$ cat src/rtl/gcd_pkg.sv
// Shared types, constants and helper functions for the great-circle distance pipeline.
// Depends on nothing; every other rtl file takes names from here by scope.
`default_nettype none

package gcd_pkg;

	localparam int CORDIC_STAGES_DEF = 32;
	localparam int CW         = 34;
	localparam int PW         = 63;
	localparam int RW         = 62;
	localparam int DIV_STAGES = 3;
	localparam int ROOT_BITS  = 31;

	localparam logic [32:0] FULL_TURN    = 33'd3600000000;
	localparam logic [32:0] HALF_TURN    = 33'd1800000000;
	localparam logic [30:0] QUARTER_TURN = 31'd900000000;
	localparam logic [31:0] PI_Q30       = 32'd3373259426;
	localparam logic [21:0] DIV_D        = 22'd3515625;
	localparam logic [32:0] DIV_RECIP    = 33'd5124095576;
	localparam logic [CW-1:0] GAIN_Q30   = CW'(652032874);
	localparam logic [30:0] ONE_Q30      = 31'd1073741824;
	localparam logic [23:0] TWO_RADIUS   = 24'd12742000;
	localparam logic [24:0] MAX_DISTANCE = 25'd20015087;

	typedef logic signed [CW-1:0] cord_t;

	typedef struct packed {
		cord_t x;
		cord_t y;
		cord_t z;
	} cord_vec_t;

	function automatic cord_t stage_angle(input int i);
		cord_t a;
		case (i)
			0:       a = CW'(843314856);
			1:       a = CW'(497837829);
			2:       a = CW'(263043836);
			3:       a = CW'(133525158);
			4:       a = CW'(67021686);
			5:       a = CW'(33543515);
			6:       a = CW'(16775850);
			7:       a = CW'(8388437);
			8:       a = CW'(4194282);
			9:       a = CW'(2097149);
			10:      a = CW'(1048575);
			default: a = (i <= 30) ? (CW'(1) << (30 - i)) : '0;
		endcase
		return a;
	endfunction

	// fold a magnitude in degrees*1e7 into [0, 180 degrees]
	function automatic logic [30:0] fold_turn(input logic [32:0] mag);
		logic [32:0] m;
		m = (mag >= FULL_TURN) ? mag - FULL_TURN : mag;
		if (m > HALF_TURN)
			m = FULL_TURN - m;
		return m[30:0];
	endfunction

endpackage

`default_nettype wire

$ cat src/rtl/gcd_div_cell.sv
// Division of a scaled product by a turn constant: reciprocal estimate, then correction.
// Depends on gcd_pkg for the product width, the odd divisor and its reciprocal.
`default_nettype none

module gcd_div_cell #(
	parameter int SHIFT = 10
) (
	input  wire logic                   clk,
	input  wire logic                   en,
	input  wire logic [gcd_pkg::PW-1:0] num,
	output logic      [30:0]            quo
);

	localparam logic [25:0] D1 = 26'(gcd_pkg::DIV_D);
	localparam logic [25:0] D2 = 26'(gcd_pkg::DIV_D) << 1;

	logic [52:0] scaled;
	logic [63:0] est_full;
	logic [52:0] back;
	logic [30:0] est_s1, est_s2, quo_s3;
	logic [25:0] low_s1, rem_s2;

	assign scaled   = 53'(num >> SHIFT);
	assign est_full = 64'(scaled[52:22]) * 64'(gcd_pkg::DIV_RECIP);
	assign back     = 53'(est_s1) * 53'(gcd_pkg::DIV_D);

	always_ff @(posedge clk) begin
		if (en) begin
			est_s1 <= est_full[62:32];
			low_s1 <= scaled[25:0];
			est_s2 <= est_s1;
			rem_s2 <= low_s1 - back[25:0];
			if (rem_s2 >= D2)
				quo_s3 <= est_s2 + 31'(2);
			else if (rem_s2 >= D1)
				quo_s3 <= est_s2 + 31'(1);
			else
				quo_s3 <= est_s2;
		end
	end

	assign quo = quo_s3;

endmodule

`default_nettype wire

$ cat config.mk
export PLATFORM = sky130hd
export DESIGN_NAME = gcd_div_cell
export DESIGN_NICKNAME = d
export VERILOG_FILES = /design/src/rtl/gcd_pkg.sv /design/src/rtl/gcd_div_cell.sv
export SDC_FILE = /design/constraint.sdc
export NUM_CORES = 2
export LEC_CHECK = 0
export BUFFER_PORTS_ARGS = -buffer_cell sky130_fd_sc_hd__buf_2
export CAP_MARGIN = 15
export CORE_MARGIN = 5
export CORE_UTILIZATION = 60
export CTS_BUF_LIST = sky130_fd_sc_hd__clkbuf_8
export DETAILED_ROUTE_END_ITERATION = 8
export PLACE_DENSITY = 0.82
export REMOVE_ABC_BUFFERS = 1
export SLEW_MARGIN = 10
export SYNTH_ARGS = -nofsm -noshare
export SYNTH_HDL_FRONTEND = slang
export SYNTH_SLANG_ARGS = --single-unit
$ cat constraint.sdc
create_clock -name clk -period 7.34 [get_ports clk]
set_clock_uncertainty 0.2 [all_clocks]
set_input_delay 0 -clock clk [delete_from_list [all_inputs] [get_ports clk]]
set_output_delay 0 -clock clk [all_outputs]
set_load 0.1 [all_outputs]
==> metrics.txt <==
status finished clean; worst slew pin tran 1120 ps; dominant cell type by area after synthesis fa_1; WHS 46.6 ps; Cell variety after synth 68; Synth area leaders fa_1, ha_1, edfxtp_1; n_diodes 0; Final min period 7080 ps; CP max-delay cell fa_1; Final Cycle Share 96.5%; TritonCTS clock tree done; part of the Yosys area used for sequential elements 15.4%; Total Routed Length 72.5 mm; Starting Density 60.7%; Yosys reg bits 145; Post-CTS Repair Setup Buffers 0; Final #Nets 3904; grt total ovfl 0; final setup margin 258 ps; post-synth top area share 38.2%; Cells after Synth 2584; wire per inst 21.2 um; root buffer cell clkbuf_8; Std-Cell Core Area 46600 sq um; Post-Place Worst Slack -10.9 ps; largest net degree at the start of global routing 85; Die Height 227 um; Worst-path clk slew 100 ps; CP peak stage delay 560 ps; synthesized area 28200 sq um; post-route DRC violation count 0; Vias per Instance 5.49; Arr. time, crit path 7070 ps; Setup crit end kind flip-flop; layout cell share with drive strength beyond 1 8.48%; Main synth FF type edfxtp_1; worst rel slew slack 25.2%; Final ANT Viol Nets 0; Hold Fails Final Rpt 0; Ys Warns 0; Rows 79; PortBufs 85; Total Die Area 51500 sq um; vias in the first global route 20.5k; post-detail-place hpwl 64.0 mm; via count 18.7k; I/O pins 96; Final Max Tran Viols 0; GRT Total Usage 29.2%; CP max FO 9; Req. time, crit path 7330 ps; utilization after layout 66.2%; maxcap violations 0; drt first pass iters 7; Die Wd 227 um; final setup fails 0; Crit Path Class input port to flip-flop; CTS Buf Count 17; Clock Path Buffers 2; initial antenna violation count 0; Hold Path Class input port to flip-flop; H-tree Lvls 4; unrepaired setup endpoints after global routing no; RD Place Congestion 0.993; Final TNS setup 0 ps; first-pass GRT wire length 114 mm; P&R area growth vs syn 9.13%; ys async rst share 0%; 1st-iter DRT viols 1125; clock sinks 145; Mean Syn Cell Area 10.9 sq um; insertion delay to the later sink of the worst-skew pair 470 ps; most used cell, CP fa_1; CP startpoint kind input port; Post-synth EDFFs 145; Fmax 141 MHz
-- state kept, by name, summed over array words and instances, names as in the netlist --
name and count:
quo 31, low_s1 26, est_s1 31, rem_s2 26
est_s2 31
-- per-layer routing --
layer	up-vias	GRT usage, %	wire [um]
li1	8463	-	-
met1	9562	40.6	30400
met2	596	49.8	35900
met3	127	3.96	4360
met4	0	6.56	1890
met5	-	0	0
-- placed cells by master (no fill, tap or decap), drive strengths merged, types with 9 or more instances in the layout --
| master | netlist | routed |
|---|---|---|
| a21o | 27 | 27 |
| a21oi | 66 | 66 |
| a31oi | 10 | 10 |
| and3 | 17 | 17 |
| buf | 5 | 173 |
| clkbuf | 3 | 17 |
| dlygate4sd3 | 0 | 27 |
| edfxtp | 145 | 145 |
| fa | 539 | 539 |
| ha | 505 | 505 |
| inv | 841 | 849 |
| nand2 | 41 | 41 |
| nand2b | 9 | 9 |
| nand3 | 22 | 22 |
| nand4 | 17 | 17 |
| nor2 | 45 | 45 |
| nor2b | 13 | 13 |
| nor3 | 23 | 23 |
| nor4 | 11 | 11 |
| o21ai | 38 | 38 |
| xnor2 | 70 | 70 |
| xor2 | 43 | 43 |
-- metrics by stage --
step / instance area, sq um / std cells
after floorplan: 28200 / 2576
after global placement: 30100 / 3356
after detailed placement: 30100 / 3356
after CTS: 30800 / 3415
after global routing: 30800 / 3415
final: 30800 / 3415
-- cell type report --
class	instances	area [sq um]
fill	3580	15700
clock inverter	15	215
sequential	145	4350
clock buffer	17	234
tap	607	759
multi-input combinational	1590	20700
inverter	841	3160
timing repair buffer	200	1360
-- synthesized netlist by cell type, types with 5 or more instances --
library cell	count
nor3b_1	6
a21oi_1	64
nor3_1	19
a31oi_1	10
nand2_1	41
fa_1	539
nor4_1	10
or3_1	5
nor2_1	45
a21o_1	27
xnor2_1	70
nor2b_1	13
ha_1	505
a211oi_1	7
nand2b_1	9
and3_1	17
xor2_1	43
edfxtp_1	145
inv_1	841
nand4_1	16
nand3_1	20
o21bai_1	6
o21ai_0	34
a211o_1	8
o21a_1	7
o211ai_1	7
-- cell families after synthesis --
group / synth area share, %
flip-flops: 15.4
AO/OA/AOI/OAI: 4.78
XOR/XNOR: 3.50
adder cells (fa/ha/maj): 60.6
AND/OR/NAND/NOR: 4.32
buffers and inverters: 11.3
multiplexers: 0.0753
-- timing repair --
item,CTS,global route
hold buffers,27,0
gates resized for setup,0,11
hold endpoints to repair,87,0
endpoints found under the setup margin,0,17
-- final timing paths --
kind	startpoint	to	slack, ps	depth (start not counted)
setup reg to reg	est_s1[2]$_DFFE_PP_	rem_s2[24]$_DFFE_PP_	720	18
setup / recovery	num[35]	est_s1[15]$_DFFE_PP_	260	26
hold reg to reg	est_s1[30]$_DFFE_PP_	est_s2[30]$_DFFE_PP_	230	0
hold / removal	num[16]	low_s1[6]$_DFFE_PP_	50	2
-- worst max-delay path: cells and delay by family --
kind                       cells  cell delay [ps]
xor gates and xnor gates       1              160
buffers and inverters          8             1290
adders and majority gates      9             4060
AOI/OAI and AO/OA              4              920
and+or+nand+nor                4              630
Power is not shown: default switching activity piles up to over one toggle a cycle in this logic, so the estimate is an artifact.
