<file path="config.mk">
export PLATFORM = sky130hd
export DESIGN_NAME = gcd_root_cell
export DESIGN_NICKNAME = d
export VERILOG_FILES = /design/src/rtl/gcd_pkg.sv /design/src/rtl/gcd_root_cell.sv
export SDC_FILE = /design/constraint.sdc
export NUM_CORES = 1
export LEC_CHECK = 0
export ABC_CLOCK_PERIOD_IN_PS = 4100
export BUFFER_PORTS_ARGS = -buffer_cell sky130_fd_sc_hd__buf_4
export CAP_MARGIN = 20
export CELL_PAD_IN_SITES_DETAIL_PLACEMENT = 1
export CELL_PAD_IN_SITES_GLOBAL_PLACEMENT = 1
export CORE_UTILIZATION = 40
export CTS_CLUSTER_SIZE = 12
export DETAILED_ROUTE_END_ITERATION = 10
export PLACE_DENSITY_LB_ADDON = 0.2
export SLEW_MARGIN = 20
export SYNTH_ARGS = -nofsm -noshare
export SYNTH_HDL_FRONTEND = slang
export SYNTH_SLANG_ARGS = --single-unit
export TNS_END_PERCENT = 20
</file>
<file path="constraint.sdc">
create_clock -name clk -period 4.1 [get_ports clk]
set_clock_uncertainty 0.05 [all_clocks]
set_input_delay 0.82 -clock clk [delete_from_list [all_inputs] [get_ports clk]]
set_output_delay 0.82 -clock clk [all_outputs]
set_load 0.01 [all_outputs]
</file>
<file path="src/rtl/gcd_pkg.sv">
// Shared types, constants and helper functions for the great-circle distance pipeline.
// Depends on nothing; every other rtl file takes names from here by scope.
`default_nettype none

package gcd_pkg;

	localparam int CORDIC_STAGES_DEF = 32;
	localparam int CW         = 34;
	localparam int PW         = 63;
	localparam int RW         = 62;
	localparam int DIV_STAGES = 3;
	localparam int ROOT_BITS  = 31;

	localparam logic [32:0] FULL_TURN    = 33'd3600000000;
	localparam logic [32:0] HALF_TURN    = 33'd1800000000;
	localparam logic [30:0] QUARTER_TURN = 31'd900000000;
	localparam logic [31:0] PI_Q30       = 32'd3373259426;
	localparam logic [21:0] DIV_D        = 22'd3515625;
	localparam logic [32:0] DIV_RECIP    = 33'd5124095576;
	localparam logic [CW-1:0] GAIN_Q30   = CW'(652032874);
	localparam logic [30:0] ONE_Q30      = 31'd1073741824;
	localparam logic [23:0] TWO_RADIUS   = 24'd12742000;
	localparam logic [24:0] MAX_DISTANCE = 25'd20015087;

	typedef logic signed [CW-1:0] cord_t;

	typedef struct packed {
		cord_t x;
		cord_t y;
		cord_t z;
	} cord_vec_t;

	function automatic cord_t stage_angle(input int i);
		cord_t a;
		case (i)
			0:       a = CW'(843314856);
			1:       a = CW'(497837829);
			2:       a = CW'(263043836);
			3:       a = CW'(133525158);
			4:       a = CW'(67021686);
			5:       a = CW'(33543515);
			6:       a = CW'(16775850);
			7:       a = CW'(8388437);
			8:       a = CW'(4194282);
			9:       a = CW'(2097149);
			10:      a = CW'(1048575);
			default: a = (i <= 30) ? (CW'(1) << (30 - i)) : '0;
		endcase
		return a;
	endfunction

	// fold a magnitude in degrees*1e7 into [0, 180 degrees]
	function automatic logic [30:0] fold_turn(input logic [32:0] mag);
		logic [32:0] m;
		m = (mag >= FULL_TURN) ? mag - FULL_TURN : mag;
		if (m > HALF_TURN)
			m = FULL_TURN - m;
		return m[30:0];
	endfunction

endpackage

`default_nettype wire

</file>
<file path="src/rtl/gcd_root_cell.sv">
// One integer square-root cell: settles one root bit per clock while enabled.
// Depends on gcd_pkg for the working width.
`default_nettype none

module gcd_root_cell #(
	parameter int STEP = 0
) (
	input  wire logic                   clk,
	input  wire logic                   en,
	input  wire logic [gcd_pkg::RW-1:0] num_in,
	input  wire logic [gcd_pkg::RW-1:0] res_in,
	output logic      [gcd_pkg::RW-1:0] num_out,
	output logic      [gcd_pkg::RW-1:0] res_out
);

	localparam logic [gcd_pkg::RW-1:0] BITV = gcd_pkg::RW'(1) << (60 - 2 * STEP);

	logic [gcd_pkg::RW-1:0] trial, num_q, res_q;

	assign trial = res_in + BITV;

	always_ff @(posedge clk) begin
		if (en) begin
			if (num_in >= trial) begin
				num_q <= num_in - trial;
				res_q <= (res_in >> 1) + BITV;
			end else begin
				num_q <= num_in;
				res_q <= res_in >> 1;
			end
		end
	end

	assign num_out = num_q;
	assign res_out = res_q;

endmodule

`default_nettype wire

</file>
==> results.md <==
- Status: completed
- # Max-Cap Violations: 0
- Tightest Hold Check Type: primary input to flop
- Average size of a mapped cell: 9.61 µm²
- Setup Crit Path Kind: primary input to flop
- Least-Margin Pin Slew: around 0.74 ns
- Dpl cells: between 1,000 and 1,500
- Non-Filler Instances: ~1,400
- Final wirelength: roughly 27,000 µm
- Final Hold Fails: 0
- Final TNS setup: 0 ns
- Int Power: 3140 µW
- Crit-path max FO: 4
- Post-CTS sizing: 0
- Seq pwr share: 35.6%
- Crit-path leading delay family: compound AO/OA/AOI/OAI gates
- Critical Path Max Stage Delay: between 0.3 and 0.4 ns
- DRC viols: 0
- M2 GR Usage: about two fifths
- Slowest stage cell on the critical path: fa_1
- Sink Count: 124
- Most used cell along the critical path: inv_1
- Synth Instances: approximately 880
- ANT cells: 0
- Max-slew headroom: 50.4%
- Pin count of the biggest net entering global routing: a little under 80
- Crit path DAT: 3.84 ns
- Asr flop ratio synth: 0%
- Layout cells sized above 1: between 20 and 30%
- Switching share of power: about 31%
- Multi-input gate area: approximately 0.0042 mm²
- PwrDens: a little over 400 mW/mm²
- FF/Latch Area: roughly 0.0037 mm²
- Worst setup SP type: primary input
- Syn Std Cell Area: between 0.008 and 0.009 mm²
- Final Cycle Share: 90.7%
- Routability cong.: ~0.86
- DR vias/cell: between 5 and 6
- Dpl hpwl: about 21,000 µm
- Drt wl/cell: 18.8 µm
- IO Pins: between 200 and 300
- Max Transition Viols Final: 0
- Setup Viol. Count Final: 0
- GR Util met3: 6.52%
- CTS buffer count: 17
- Final hold slack: approximately 0.53 ns
- Post-synth EDFFs: 124
- Clock Root Buffer: clkbuf_16
- Die area: ~0.022 mm²
- Post-route antenna net violation count: 0
- Peak supply drop: roughly 0.00029 V
- Worst-path clk slew: about 0.07 ns
- Yosys cell types: between 60 and 70
- Number of global-route vias before repair: around 8,000
- Crit path buf inv count: 3
- Combinational Power Share: ~30%
- Postcts setup bufs: 0
- Yosys reg bits: 124
- Switching power: ~1400 µW
- Die H: 147 µm
- Post-layout net count: ~1,300
- Rows: 52
- Hold buffer count at cts: 0
- Met1 usage: about a third
- Fmax: between 200 and 300 MHz
- Initial antenna violation count: 0
- Initial DRC Count: around 330
- Clock tree buffer depth: 2
- Mapped Nets: about 1,100
- Buffers on Ports: around 250
- CTS tree: yes
- Starting Density: between 40% and 50%
- DRT Pass-1 Iters: 5
- Core area: between 0.02 and 0.025 mm²
- Synth warn: 0
- Fin crit period: ~3.7 ns
- Die Wd: between 100 and 150 µm
- H-tree Lvls: 4
- Routed vias: roughly 7,700
- Area Overhead vs Synth: 33.7%
- Clock Power Share: between 30% and 40%
- RSZ-0062 raised after global routing: false
- Crit-path cells: buf_4 -> inv_1 -> ha_1 -> inv_1 -> fa_1 -> a211oi_1 -> o21ai_1 -> a41o_1 -> a221oi_1 -> nand2_1 -> a21oi_2 -> nor3_1 -> o22ai_1 -> xnor2_1 -> mux2_1
- Most used DFF post-synth: edfxtp_1
- Req. time, crit path: ~4.2 ns
- GRT Util Overall: between 20 and 25%
- Most Used Layer, Global Route: met2
- Fill cells: ~2,400
- First-pass GRT wire length: ~43,000 µm
- Sequential area share after synthesis: between 40 and 50%
- GRT overflow: 0
- Pleak: about 0.0051 µW
- CP Capture Type: flop
## Yosys cell counts (all sizes together) (2+ instances only)
cell type | number | area (µm²)
and3 | 8 | 50.1
mux2i | 2 | 20.0
ha | 62 | 776
nor3 | 15 | 75.1
nor4b | 2 | 17.5
a311oi | 3 | 38.8
nor2 | 73 | 282
o31ai | 7 | 52.6
o21bai | 8 | 60.1
o211ai | 14 | 105
nand3 | 15 | 75.1
clkbuf | 25 | 93.8
nand4 | 18 | 113
a21o | 43 | 324
nand2 | 63 | 239
nor4 | 3 | 18.8
nand2b | 9 | 56.3
a31oi | 12 | 90.1
xor2 | 24 | 210
a21boi | 2 | 15.0
a31o | 4 | 35.0
or3 | 3 | 18.8
a211oi | 4 | 30.0
mux2 | 4 | 48.8
inv | 83 | 312
xnor2 | 31 | 272
o21ai | 48 | 252
and2 | 6 | 37.5
a21oi | 120 | 612
and4 | 4 | 35.0
buf | 11 | 98.8
edfxtp | 124 | 3720
o21a | 6 | 45.0
## per-stage QoR
| step | setup slack, ns | total power [µW] | util (%) | cell area (µm²) |
|---|---|---|---|---|
| 5_1_grt | 0.144 | 4790 | 55.1 | 11300 |
| 4_1_cts | 0.431 | 4600 | 55.1 | 11300 |
| 6_report | 0.380 | 4570 | 55.1 | 11300 |
| 3_5_place_dp | 0.0121 | 3010 | 52.2 | 10700 |
| 3_3_place_gp | 0.0828 | 2980 | 52.2 | 10700 |
| 2_1_floorplan | 0.394 | 2420 | - | 8450 |
## area by class of cell
class | instances | area share [%]
clock inverters | 15 | 1.53
clock buffers | 17 | 3.77
well taps | 270 | 2.99
inverters | 83 | 2.76
flip-flops and latches | 124 | 33.0
repair buffers | 274 | 18.6
multi-input cells | 636 | 37.4
## power by group through the flow
stage                     clock network (µW)  logic [µW]  registers (µW)
final                                   1580        1370            1630
after floorplan                            0         689            1730
after CTS                               1600        1370            1630
after global routing                    1650        1490            1640
after global placement                     0        1330            1650
after detailed placement                   0        1350            1650
## per-layer routing
layer	wire length, µm	vias to the layer above
met5	0	-
met4	329	0
met3	1670	28
met2	12800	234
met1	11900	3730
li1	-	3727
## registers in the layout (all words and copies together) (netlist names)
signal	cells
res_out	62
num_out	62
## worst paths after layout
kind,startpoint,end,slack [ns],cells past startpoint
max,num_in[0],num_out[48],0.38,15
min,res_in[35],res_out[34],0.53,1
## cell usage in the layout (no fill, tap or decap), types with 18 or more instances in the layout
master,n
buf_4,270
edfxtp_1,124
a21oi_1,117
inv_1,83
nor2_1,72
nand2_1,62
ha_1,62
o21ai_0,45
a21o_1,42
xnor2_1,31
xor2_1,24
nand4_1,18
## kinds of logic after synthesis
kind of cell,after synthesis,synth area share [%]
adder cells (fa/ha/maj),63,9.42
multiplexers,6,0.814
AO/OA/AOI/OAI,287,21.4
flip-flops,124,44.1
AND/OR/NAND/NOR,225,12.7
buffers and inverters,119,5.97
XOR/XNOR,55,5.70
Note: power is estimated with default switching activity, not from simulation.
