### config.mk
export PLATFORM = sky130hd
export DESIGN_NAME = gcd_cordic_cell
export DESIGN_NICKNAME = d
export VERILOG_FILES = /design/src/rtl/gcd_pkg.sv /design/src/rtl/gcd_cordic_cell.sv
export SDC_FILE = /design/constraint.sdc
export NUM_CORES = 1
export LEC_CHECK = 0
export CAP_MARGIN = 20
export CORE_ASPECT_RATIO = 1.5
export CORE_MARGIN = 5
export CORE_UTILIZATION = 48
export DETAILED_ROUTE_END_ITERATION = 12
export DONT_BUFFER_PORTS = 1
export GPL_ROUTABILITY_DRIVEN = 0
export HOLD_SLACK_MARGIN = 0.12
export PLACE_DENSITY = 0.73
export SYNTH_ARGS = -nofsm -noshare
export SYNTH_HDL_FRONTEND = slang
export SYNTH_SLANG_ARGS = --single-unit
### constraint.sdc
create_clock -name clk -period 8.5 [get_ports clk]
set_input_delay 1.275 -clock clk [delete_from_list [all_inputs] [get_ports clk]]
set_output_delay 1.275 -clock clk [all_outputs]
set_load 0.01 [all_outputs]
### src/rtl/gcd_pkg.sv
// Shared types, constants and helper functions for the great-circle distance pipeline.
// Depends on nothing; every other rtl file takes names from here by scope.
`default_nettype none

package gcd_pkg;

	localparam int CORDIC_STAGES_DEF = 32;
	localparam int CW         = 34;
	localparam int PW         = 63;
	localparam int RW         = 62;
	localparam int DIV_STAGES = 3;
	localparam int ROOT_BITS  = 31;

	localparam logic [32:0] FULL_TURN    = 33'd3600000000;
	localparam logic [32:0] HALF_TURN    = 33'd1800000000;
	localparam logic [30:0] QUARTER_TURN = 31'd900000000;
	localparam logic [31:0] PI_Q30       = 32'd3373259426;
	localparam logic [21:0] DIV_D        = 22'd3515625;
	localparam logic [32:0] DIV_RECIP    = 33'd5124095576;
	localparam logic [CW-1:0] GAIN_Q30   = CW'(652032874);
	localparam logic [30:0] ONE_Q30      = 31'd1073741824;
	localparam logic [23:0] TWO_RADIUS   = 24'd12742000;
	localparam logic [24:0] MAX_DISTANCE = 25'd20015087;

	typedef logic signed [CW-1:0] cord_t;

	typedef struct packed {
		cord_t x;
		cord_t y;
		cord_t z;
	} cord_vec_t;

	function automatic cord_t stage_angle(input int i);
		cord_t a;
		case (i)
			0:       a = CW'(843314856);
			1:       a = CW'(497837829);
			2:       a = CW'(263043836);
			3:       a = CW'(133525158);
			4:       a = CW'(67021686);
			5:       a = CW'(33543515);
			6:       a = CW'(16775850);
			7:       a = CW'(8388437);
			8:       a = CW'(4194282);
			9:       a = CW'(2097149);
			10:      a = CW'(1048575);
			default: a = (i <= 30) ? (CW'(1) << (30 - i)) : '0;
		endcase
		return a;
	endfunction

	// fold a magnitude in degrees*1e7 into [0, 180 degrees]
	function automatic logic [30:0] fold_turn(input logic [32:0] mag);
		logic [32:0] m;
		m = (mag >= FULL_TURN) ? mag - FULL_TURN : mag;
		if (m > HALF_TURN)
			m = FULL_TURN - m;
		return m[30:0];
	endfunction

endpackage

`default_nettype wire

### src/rtl/gcd_cordic_cell.sv
// One CORDIC micro-rotation cell, rotation or vectoring mode.
// Depends on gcd_pkg for the vector type and the arctangent table.
`default_nettype none

module gcd_cordic_cell #(
	parameter int STAGE     = 0,
	parameter bit VECTORING = 1'b0
) (
	input  wire logic              clk,
	input  wire logic              en,
	input  wire gcd_pkg::cord_vec_t vin,
	output gcd_pkg::cord_vec_t      vout
);

	localparam gcd_pkg::cord_t ANG = gcd_pkg::stage_angle(STAGE);

	gcd_pkg::cord_t    dx, dy;
	logic              ccw;
	gcd_pkg::cord_vec_t nxt, vec_q;

	always_comb begin
		dx  = $signed(vin.y) >>> STAGE;
		dy  = $signed(vin.x) >>> STAGE;
		ccw = VECTORING ? !($signed(vin.y) > 0) : !vin.z[gcd_pkg::CW-1];
		if (ccw) begin
			nxt.x = vin.x - dx;
			nxt.y = vin.y + dy;
			nxt.z = vin.z - ANG;
		end else begin
			nxt.x = vin.x + dx;
			nxt.y = vin.y - dy;
			nxt.z = vin.z + ANG;
		end
	end

	always_ff @(posedge clk) begin
		if (en)
			vec_q <= nxt;
	end

	assign vout = vec_q;

endmodule

`default_nettype wire

==> results.sh <==
export IMPL_first_pass_iters=5
export IMPL_drc_errors=0
export IMPL_min_to="vout[1]"
export IMPL_cts_sinks=101
export IMPL_largest_register_ffs=101
export IMPL_min_path_type="in2reg"
export IMPL_nFillCells=2040
export IMPL_hold_depth=0
export IMPL_grt_overflow=0
export IMPL_wire_per_inst_um=20.8
export IMPL_cts_buffer_depth=2
export IMPL_die_h_um=191
export IMPL_synth_avg_cell_area_um2=8.64
export IMPL_drtIter0Drc=606
export IMPL_antenna_cells=0
export IMPL_crit_fanout=102
export IMPL_relSlewSlack=0.462
export IMPL_layout_cells_non_filler=1455
export IMPL_tns_ns=0
export IMPL_antenna_found_initial=0
export IMPL_syn_cell_area_um2=10500
export IMPL_vias_per_cell=6.31
export IMPL_p_switching_mw=0.627
export IMPL_dp_hpwl_um=23600
export IMPL_area_delta_synth_final_pct=3.92
export IMPL_dp_cells=1439
export IMPL_synth_nets=1454
export IMPL_finalWirelength_um=30300
export IMPL_p_comb_frac=0.327
export IMPL_worstSetupEndpointType="flip-flop"
export IMPL_synth_distinct_cells=77
export IMPL_yosysWarnings=0
export IMPL_hold_start="vin[1]"
export IMPL_ctsHoldBuffers=0
export IMPL_grt_pass1_vias=8919
export IMPL_crit_type="in2reg"
export IMPL_final_nets=1414
export IMPL_swShare=0.359
export IMPL_power_density_nw_per_um2=160
export IMPL_grt_use_total=0.234
export IMPL_synthArstFlopShare=0
export IMPL_path_clk_slew_ns=0.07
export IMPL_synth_ff_type="edfxtp_1"
export IMPL_cts_root_buffer="clkbuf_16"
export IMPL_syn_inst=1218
export IMPL_slowest_stage="fa_1"
export IMPL_ys_ff_latch=101
export IMPL_clkPwrFrac=0.246
export IMPL_period_minus_slack_ns=4.19
export IMPL_max_freq_mhz=239
export IMPL_p_leak_nw=4.55
export IMPL_cts_resized=0
export IMPL_cts_inserted_buffers=9
export IMPL_io_buffer_count=0
export IMPL_grt_pass1_wl_um=45900
export IMPL_critPathLaunchType="input pin"
export IMPL_grt_max_degree=103
export IMPL_setup_viol=0
export IMPL_row_count=66
export IMPL_cap_violations=0
export IMPL_postCtsSetupBuffers=0
export IMPL_die_w_um=131
export IMPL_cts_tree="done"
export IMPL_drive_gt1_frac=0.0347
export IMPL_core_area_um2=21600
export IMPL_seq_area_frac_synth=0.288
export IMPL_period_share=0.493
export IMPL_crit_chain="clkinv_1 > buf_4 > fa_1 > a211oi_2 > nor2_1 > o31a_1 > a211o_1 > a311o_1 > a21oi_4 > nor3_1 > or3b_1"
export IMPL_slowest_delay_ns=0.52
export IMPL_rsz0062_at_grt="false"
export IMPL_fp_dieArea_um2=25000
export IMPL_ir_drop_mv=0.107
export IMPL_final_hold_viol_count=0
export IMPL_start_util=0.486
export IMPL_num_vias=9185
export IMPL_worst_ep_arrival_time_ns=4.30
export IMPL_p_int_mw=1.12
export IMPL_synth_edff_count=101
export IMPL_status="finished, final reports clean"
export IMPL_h_tree_depth=3
export IMPL_critPathRequiredTime_ns=8.61
export IMPL_hold_slack_ns=1.01
export IMPL_antenna_left=0
export IMPL_tightestPinTransition_ns=0.787
export IMPL_p_seq_frac=0.426
export IMPL_io_pins=206
export IMPL_final_max_slew_viol_count=0
## cell families after synthesis
| logic type | Yosys count | synth area share |
|---|---|---|
| flip-flops | 101 | 0.288 |
| multiplexers | 18 | 0.0171 |
| XOR/XNOR | 83 | 0.0691 |
| buffers and inverters | 167 | 0.0631 |
| adder cells (fa/ha/maj) | 132 | 0.160 |
| AND/OR/NAND/NOR | 300 | 0.140 |
| AO/OA/AOI/OAI | 417 | 0.263 |
## stage by stage
stage / setup slack (ns) / power, mW / utilization / instance area (um^2)
floorplan: 3.99 / 1.18 / - / 10500
global placement: 4.05 / 1.31 / 0.492 / 10600
detailed placement: 3.98 / 1.32 / 0.492 / 10600
CTS: 4.36 / 1.75 / 0.505 / 10900
global route: 4.11 / 1.84 / 0.505 / 10900
finish: 4.31 / 1.75 / 0.505 / 10900
## critical path: cells and delay by family
family                     cells  cell delay, ns
AOI/OAI and AO/OA              5            1.55
adders and majority gates      1            0.52
buffers and inverters          2            0.39
and+or+nand+nor                3            0.52
## final cells by class
| type | instances | area, um^2 | share of cell area |
|---|---|---|---|
| Sequential cell | 101 | 3030 | 0.277 |
| Timing Repair Buffer | 1 | 7.51 | 0.000686 |
| Clock inverter | 6 | 68.8 | 0.00629 |
| Multi-Input combinational cell | 950 | 6830 | 0.624 |
| Inverter | 115 | 432 | 0.0395 |
| Clock buffer | 10 | 229 | 0.0209 |
| Tap cell | 272 | 340 | 0.0311 |
## synth_stat cells, types with 19 or more instances
library cell / instances / area (um^2)
o21bai_1: 19 / 143
o21ai_0: 71 / 355
nand3_1: 25 / 125
o21a_1: 19 / 143
inv_1: 113 / 424
xnor2_1: 68 / 596
nor2_1: 99 / 372
edfxtp_1: 101 / 3030
clkbuf_1: 22 / 82.6
nand2_1: 56 / 210
a21oi_1: 127 / 636
nor3_1: 22 / 110
ha_1: 128 / 1600
a21o_1: 38 / 285
a211oi_1: 21 / 158
## power by group through the flow
stage | Combinational, mW | Clock, mW | Sequential, mW
after detailed placement | 0.557 | 0 | 0.759
final | 0.572 | 0.431 | 0.745
after floorplan | 0.445 | 0 | 0.736
after global routing | 0.625 | 0.459 | 0.754
after global placement | 0.550 | 0 | 0.758
after CTS | 0.563 | 0.443 | 0.749
## how the worst max path moves through the flow
stage | startpoint | end | slack (ns) | cells after the start
floorplan | vin[33] | vout[29] | 3.99 | 12
global placement | vin[33] | vout[29] | 4.05 | 11
global route | vin[33] | vout[32] | 4.11 | 10
CTS | vin[33] | vout[29] | 4.36 | 11
finish | vin[33] | vout[29] | 4.31 | 11
detailed placement | vin[33] | vout[29] | 3.98 | 11
## metal layers
metal	GRT usage	share of wire	up-vias
met5	0	0	-
met1	0.255	0.36	4349
li1	-	-	4359
met3	0.0562	0.081	88
met2	0.412	0.50	389
met4	0.120	0.049	0
## placed cells by master, fill, tap and decap left out, types with 7 or more instances in the layout
master and count:
a21oi_1 127, nand3_1 25, nand2_1 56, and3_1 9, a21o_1 38, nor2_1 99
a31oi_1 9, o211ai_1 17, mux2i_1 18, o21a_1 19, edfxtp_1 101, xor2_1 15
o21ai_0 71, nor2b_1 17, a211oi_1 21, a211o_1 7, nand2b_1 12, nor3_1 22
o31ai_1 17, inv_1 113, ha_1 128, o21bai_1 19, clkbuf_16 9, nor4_1 9
xnor2_1 68, or3_1 9, nand4_1 18, and2_1 7
Note: power is estimated with default switching activity, not from simulation.
